--- src/rtl/ssit_pkg.sv ---
// Shared widths, payload types, outcode constants and pipeline stage records.
package ssit_pkg;

  localparam int CW = 32;
  localparam int SW = CW - 1;
  localparam int DW = CW + 2;
  localparam int EW = DW + 1;
  localparam int PW = 2 * DW;
  localparam int QW = SW + EW + 1;
  localparam int NW = PW + 2;

  localparam logic [3:0] EDGE_RIGHT  = 4'h1;
  localparam logic [3:0] EDGE_LEFT   = 4'h2;
  localparam logic [3:0] EDGE_TOP    = 4'h4;
  localparam logic [3:0] EDGE_BOTTOM = 4'h8;

  localparam logic [3:0] CORNER_PP = 4'h1;
  localparam logic [3:0] CORNER_PM = 4'h2;
  localparam logic [3:0] CORNER_MP = 4'h4;
  localparam logic [3:0] CORNER_MM = 4'h8;

  typedef logic signed [CW-1:0] coord_t;
  typedef logic        [SW-1:0] side_t;
  typedef logic signed [DW-1:0] dbl_t;
  typedef logic signed [EW-1:0] dif_t;
  typedef logic signed [PW-1:0] mul_t;
  typedef logic signed [QW-1:0] sc_t;
  typedef logic signed [NW-1:0] num_t;

  typedef struct packed {
    logic       early;
    logic       reject;
    logic       dnz;
    logic       enz;
    logic [3:0] span;
  } flag_t;

  typedef struct packed {
    dbl_t  x1;
    dbl_t  y1;
    dbl_t  x2;
    dbl_t  y2;
    side_t s;
  } off_t;

  typedef struct packed {
    flag_t flag;
    dbl_t  x1;
    dbl_t  y1;
    dbl_t  x2;
    dbl_t  y2;
    side_t s;
    dif_t  d;
    dif_t  e;
  } cls_t;

  typedef struct packed {
    flag_t flag;
    mul_t  pc1;
    mul_t  pc2;
    sc_t   pd;
    sc_t   pe;
  } prd_t;

  typedef struct packed {
    flag_t flag;
    num_t  c;
    sc_t   pd;
    sc_t   pe;
    sc_t   ld;
    sc_t   nld;
    sc_t   le;
    sc_t   nle;
  } lim_t;

  typedef struct packed {
    flag_t flag;
    num_t  n_rt;
    num_t  n_lt;
    num_t  n_tp;
    num_t  n_bt;
    sc_t   ld;
    sc_t   nld;
    sc_t   le;
    sc_t   nle;
  } sum_t;

endpackage

--- src/rtl/ssit_classify.sv ---
// Stage two: edge and corner outcodes, trivial accept and reject, segment deltas.
module ssit_classify (
  input  logic           clk,
  input  logic           rst,
  input  logic           adv,
  input  logic           in_valid,
  input  ssit_pkg::off_t in_data,
  output logic           out_valid,
  output ssit_pkg::cls_t out_data
);

  function automatic logic [3:0] edge_bits(input ssit_pkg::dbl_t x, input ssit_pkg::dbl_t y,
                                           input ssit_pkg::dbl_t sp,
                                           input ssit_pkg::dbl_t nsp);
    logic [3:0] c;
    c = '0;
    if (x > sp)  c = c | ssit_pkg::EDGE_RIGHT;
    if (x < nsp) c = c | ssit_pkg::EDGE_LEFT;
    if (y > sp)  c = c | ssit_pkg::EDGE_TOP;
    if (y < nsp) c = c | ssit_pkg::EDGE_BOTTOM;
    return c;
  endfunction

  function automatic logic [3:0] corner_bits(input ssit_pkg::dbl_t x,
                                             input ssit_pkg::dbl_t y,
                                             input ssit_pkg::dif_t s2,
                                             input ssit_pkg::dif_t ns2);
    ssit_pkg::dif_t sum;
    ssit_pkg::dif_t dif;
    logic [3:0]     c;
    sum = ssit_pkg::dif_t'(x) + ssit_pkg::dif_t'(y);
    dif = ssit_pkg::dif_t'(x) - ssit_pkg::dif_t'(y);
    c = '0;
    if (sum > s2)  c = c | ssit_pkg::CORNER_PP;
    if (dif > s2)  c = c | ssit_pkg::CORNER_PM;
    if (dif < ns2) c = c | ssit_pkg::CORNER_MP;
    if (sum < ns2) c = c | ssit_pkg::CORNER_MM;
    return c;
  endfunction

  ssit_pkg::dbl_t sp, nsp;
  ssit_pkg::dif_t s2, ns2;
  logic [3:0]     c1, c2, k1, k2;
  ssit_pkg::cls_t data_next;

  assign sp  = ssit_pkg::dbl_t'(in_data.s);
  assign nsp = -sp;
  assign s2  = ssit_pkg::dif_t'({in_data.s, 1'b0});
  assign ns2 = -s2;

  assign c1 = edge_bits(in_data.x1, in_data.y1, sp, nsp);
  assign c2 = edge_bits(in_data.x2, in_data.y2, sp, nsp);
  assign k1 = corner_bits(in_data.x1, in_data.y1, s2, ns2);
  assign k2 = corner_bits(in_data.x2, in_data.y2, s2, ns2);

  always_comb begin
    data_next.x1          = in_data.x1;
    data_next.y1          = in_data.y1;
    data_next.x2          = in_data.x2;
    data_next.y2          = in_data.y2;
    data_next.s           = in_data.s;
    data_next.d           = ssit_pkg::dif_t'(in_data.x2) - ssit_pkg::dif_t'(in_data.x1);
    data_next.e           = ssit_pkg::dif_t'(in_data.y2) - ssit_pkg::dif_t'(in_data.y1);
    data_next.flag.early  = (c1 == '0) || (c2 == '0);
    data_next.flag.reject = ((c1 & c2) != '0) || ((k1 & k2) != '0);
    data_next.flag.dnz    = in_data.x2 != in_data.x1;
    data_next.flag.enz    = in_data.y2 != in_data.y1;
    data_next.flag.span   = c1 | c2;
  end

  always_ff @(posedge clk) begin
    if (rst) begin
      out_valid <= 1'b0;
    end else if (adv) begin
      out_valid <= in_valid;
    end
  end

  always_ff @(posedge clk) begin
    if (adv) begin
      out_data <= data_next;
    end
  end

endmodule

--- config.mk ---
export PLATFORM = sky130hd
export DESIGN_NAME = ssit_classify
export DESIGN_NICKNAME = d
export VERILOG_FILES = /design/src/rtl/ssit_pkg.sv /design/src/rtl/ssit_classify.sv
export SDC_FILE = /design/constraint.sdc
export NUM_CORES = 1
export LEC_CHECK = 0
export BUFFER_PORTS_ARGS = -buffer_cell sky130_fd_sc_hd__buf_2
export CORE_UTILIZATION = 32
export DETAILED_ROUTE_END_ITERATION = 10
export SETUP_SLACK_MARGIN = 0.4
export SLEW_MARGIN = 20
export SYNTH_ARGS = -nofsm -noshare
export SYNTH_HDL_FRONTEND = slang
export SYNTH_SLANG_ARGS = --single-unit
--- constraint.sdc ---
create_clock -name clk -period 5.6 [get_ports clk]
set_input_delay 0.56 -clock clk [delete_from_list [all_inputs] [get_ports clk]]
set_output_delay 0.56 -clock clk [all_outputs]
set_load 0.05 [all_outputs]
==> flow_metrics.env <==
export IMPL_syn_avg_cell_area_um2=9.26
export IMPL_finalNetCount=4980
export IMPL_vias=28508
export IMPL_synth_async_reset_ratio_pct=0
export IMPL_cp_max_fo=3
export IMPL_finalSetupTns_ps=0
export IMPL_power_leakage_nw=18.7
export IMPL_start_util_pct=32.4
export IMPL_p_int_mw=5.23
export IMPL_synth_simple_gate_area_share_pct=12.9
export IMPL_yosysSeqAreaShare_pct=25.3
export IMPL_synthCells=3150
export IMPL_antenna_found_initial=8
export IMPL_period_share_pct=96.5
export IMPL_synthFlopType="edfxtp_1"
export IMPL_ys_warn_count=0
export IMPL_pwr_share_comb_pct=52.2
export IMPL_clkPwrFrac_pct=22.3
export IMPL_setup_viol=0
export IMPL_timing_fmax_ghz=0.185
export IMPL_hold_path_class="input pin to flip-flop"
export IMPL_syn_cell_area_mm2=0.0292
export IMPL_grt_pass1_vias=27275
export IMPL_cp_start_kind="input pin"
export IMPL_synth_compound_area_share_pct=20.3
export IMPL_end_kind="flip-flop"
export IMPL_cpPeakStageDelay_ps=360
export IMPL_dp_hpwl_um=106000
export IMPL_synth_xor_area_share_pct=6.03
export IMPL_cts_path_max_buffers=3
export IMPL_fin_util_pct=42.3
export IMPL_arrival_ps=5750
export IMPL_syn_num_nets=4048
export IMPL_routed_wl_um=125000
export IMPL_yosysUniqueCellTypes=77
export IMPL_clkTransAtPathRegs_ps=70
export IMPL_rsz0062_at_grt="yes"
export IMPL_area_growth_pct=30.6
export IMPL_clock_sinks=246
export IMPL_irDropWorstVdd_v=0.000230
export IMPL_die_h_um=304
export IMPL_drtIter0Drc=2383
export IMPL_ant_nets=0
export IMPL_grtUsageTotal_pct=26.2
export IMPL_grt_max_degree=128
export IMPL_overflow=0
export IMPL_core_area_mm2=0.0901
export IMPL_seqPwrFrac_pct=25.5
export IMPL_slew_violations=0
export IMPL_power_net_switching_mw=3.80
export IMPL_dr_pass1_iters=6
export IMPL_gp_congestion=1.01
export IMPL_slew_headroom_pct=17.9
export IMPL_run_status="finished clean"
export IMPL_fp_row_count=110
export IMPL_cts_tree="yes"
export IMPL_synth_mux_area_share_pct=0.245
export IMPL_synth_edff_count=245
export IMPL_wl_per_cell_um=23.6
export IMPL_slowest_stage="ha_1"
export IMPL_worstPathRequired_ps=5950
export IMPL_clock_root_buffer="clkbuf_16"
export IMPL_vias_per_cell=5.40
export IMPL_timing_hold_violations_final=0
export IMPL_synth_top_family_by_area="adder cells"
export IMPL_finalClockSkew_ps=0
export IMPL_crit_type="input pin to flip-flop"
export IMPL_synthAdderAreaFrac_pct=31.3
export IMPL_min_period_ps=5400
export IMPL_port_buffer_count=416
export IMPL_die_x_um=304
export IMPL_swShare_pct=42.0
export IMPL_dieArea_mm2=0.0924
export IMPL_powerDensity_mw_per_mm2=237
export IMPL_maxCapViolCount=0
export IMPL_cpMostUsedCell="buf_4"
export IMPL_ys_ff_latch=246
export IMPL_drc=0
export IMPL_grt_pass1_wl_um=180000
export IMPL_pin_count=417
export IMPL_max_slew_worst_pin_slew_ps=1210
export IMPL_clock_latency_ps=610
export IMPL_nFillCells=8867
export IMPL_htreeDepth=1
export IMPL_drive_above_1_share_pct=26.4
export IMPL_cts_buffers_inserted=29
-- cells in the mapped netlist (14+ instances only) --
| cell type | instances | area share, % |
|---|---|---|
| xor2_1 | 49 | 1.5 |
| xnor2_1 | 150 | 4.5 |
| o21ai_0 | 129 | 2.2 |
| o211ai_1 | 18 | 0.46 |
| nand2_1 | 116 | 1.5 |
| nor2_1 | 244 | 3.1 |
| nor3_1 | 62 | 1.1 |
| o31ai_1 | 14 | 0.36 |
| nand2b_1 | 41 | 0.88 |
| a21o_1 | 199 | 5.1 |
| edfxtp_1 | 245 | 25 |
| or3_1 | 17 | 0.36 |
| o21bai_1 | 41 | 1.1 |
| a21oi_1 | 286 | 4.9 |
| o21ai_1 | 22 | 0.38 |
| o21a_1 | 34 | 0.88 |
| a31oi_1 | 22 | 0.47 |
| nor2b_1 | 61 | 1.3 |
| ha_1 | 721 | 31 |
| a211oi_1 | 28 | 0.72 |
| clkbuf_1 | 40 | 0.51 |
| nand3_1 | 51 | 0.88 |
| nand4_1 | 99 | 2.1 |
| inv_1 | 239 | 3.1 |
| nor4_1 | 29 | 0.62 |
-- sequential cells by signal, indices dropped and copies added, names as in the netlist --
register / flops
out_valid: 1
out_data: 245
-- metal layers --
layer | GRT usage [%] | share of wire, %
met1 | 35.3 | 44
met2 | 42.6 | 45
met3 | 3.05 | 6.6
met4 | 10.1 | 4.3
met5 | 0 | 0.031
-- area by class of cell --
cell class	instances	area (um2)	share of cell area (%)
clock inverters	22	254	0.667
well taps	1176	1470	3.86
clock buffers	31	733	1.92
diodes	1	2.50	0.00657
repair buffers	949	6180	16.2
flip-flops and latches	246	7380	19.4
multi-input cells	2611	21200	55.5
inverters	245	920	2.41
-- worst paths after layout --
| check | start | end | slack [ps] | cells past startpoint |
|---|---|---|---|---|
| hold / removal | rst | out_valid$_SDFFE_PP0P_ | 90 | 2 |
| setup / recovery | in_data[108] | out_data[243]$_DFFE_PP_ | 200 | 29 |
| hold reg to reg | out_valid$_SDFFE_PP0P_ | out_valid$_SDFFE_PP0P_ | 490 | 2 |
| setup reg to reg | out_valid$_SDFFE_PP0P_ | out_valid$_SDFFE_PP0P_ | 5030 | 2 |
-- through the flow --
step	power [mW]	hold slack (ps)	cells	setup slack, ps	area, um2
floorplan	5.09	632	3150	405	29200
finish	9.03	92.2	5281	198	38100
detailed placement	6.87	476	5211	-686	36500
global placement	6.85	472	5211	-602	36500
CTS	8.99	52.6	5273	285	37700
global route	9.54	95.8	5281	19.3	38100
-- cells in the final DEF, fill, tap and decap left out, types with 19 or more instances in the layout --
cell type,synthesis,layout
nand2_1,116,115
a21oi_1,286,282
ha_1,721,713
nand3_1,51,51
nor3_1,62,59
a21o_1,199,199
o21a_1,34,34
o21ai_1,22,21
buf_2,7,408
buf_4,0,531
nor2_1,244,242
clkbuf_16,0,29
a31oi_1,22,19
nand4_1,99,99
nor4_1,29,25
xor2_1,49,49
xnor2_1,150,146
nor2b_1,61,60
inv_1,239,237
nand2b_1,41,39
o21ai_0,129,125
edfxtp_1,245,245
o21bai_1,41,40
a211oi_1,28,25
-- cells by family after synthesis --
logic type                 count (synthesis)
xor gates and xnor gates                 200
adders and majority gates                727
muxes                                      7
and+or+nand+nor                          763
AOI/OAI and AO/OA                        914
DFF                                      246
buffers and inverters                    293
-- repair_timing --
action | 4_1_cts | 5_1_grt
buffers inserted | 9 | 7
resized for setup | 36 | 62
pin swaps | 26 | 52
gates cloned | 0 | 0
setup endpoints to repair | 1 | 2
hold buffers | 0 | 0
-- power by group through the flow --
stage          clock network, mW  logic [mW]  registers (mW)
4_1_cts                     2.09        4.60            2.31
2_1_floorplan                  0        2.08            3.00
3_5_place_dp                   0        4.53            2.35
6_report                    2.02        4.71            2.30
5_1_grt                     2.13        5.09            2.32
3_3_place_gp                   0        4.51            2.34
-- critical path, delay by kind of cell --
kind | cells | cell delay [ps]
AOI/OAI and AO/OA | 12 | 2370
and+or+nand+nor | 6 | 880
buffers and inverters | 7 | 870
adders and majority gates | 2 | 680
muxes | 1 | 200
xor gates and xnor gates | 1 | 180
Power figures use the tool's default switching activity.
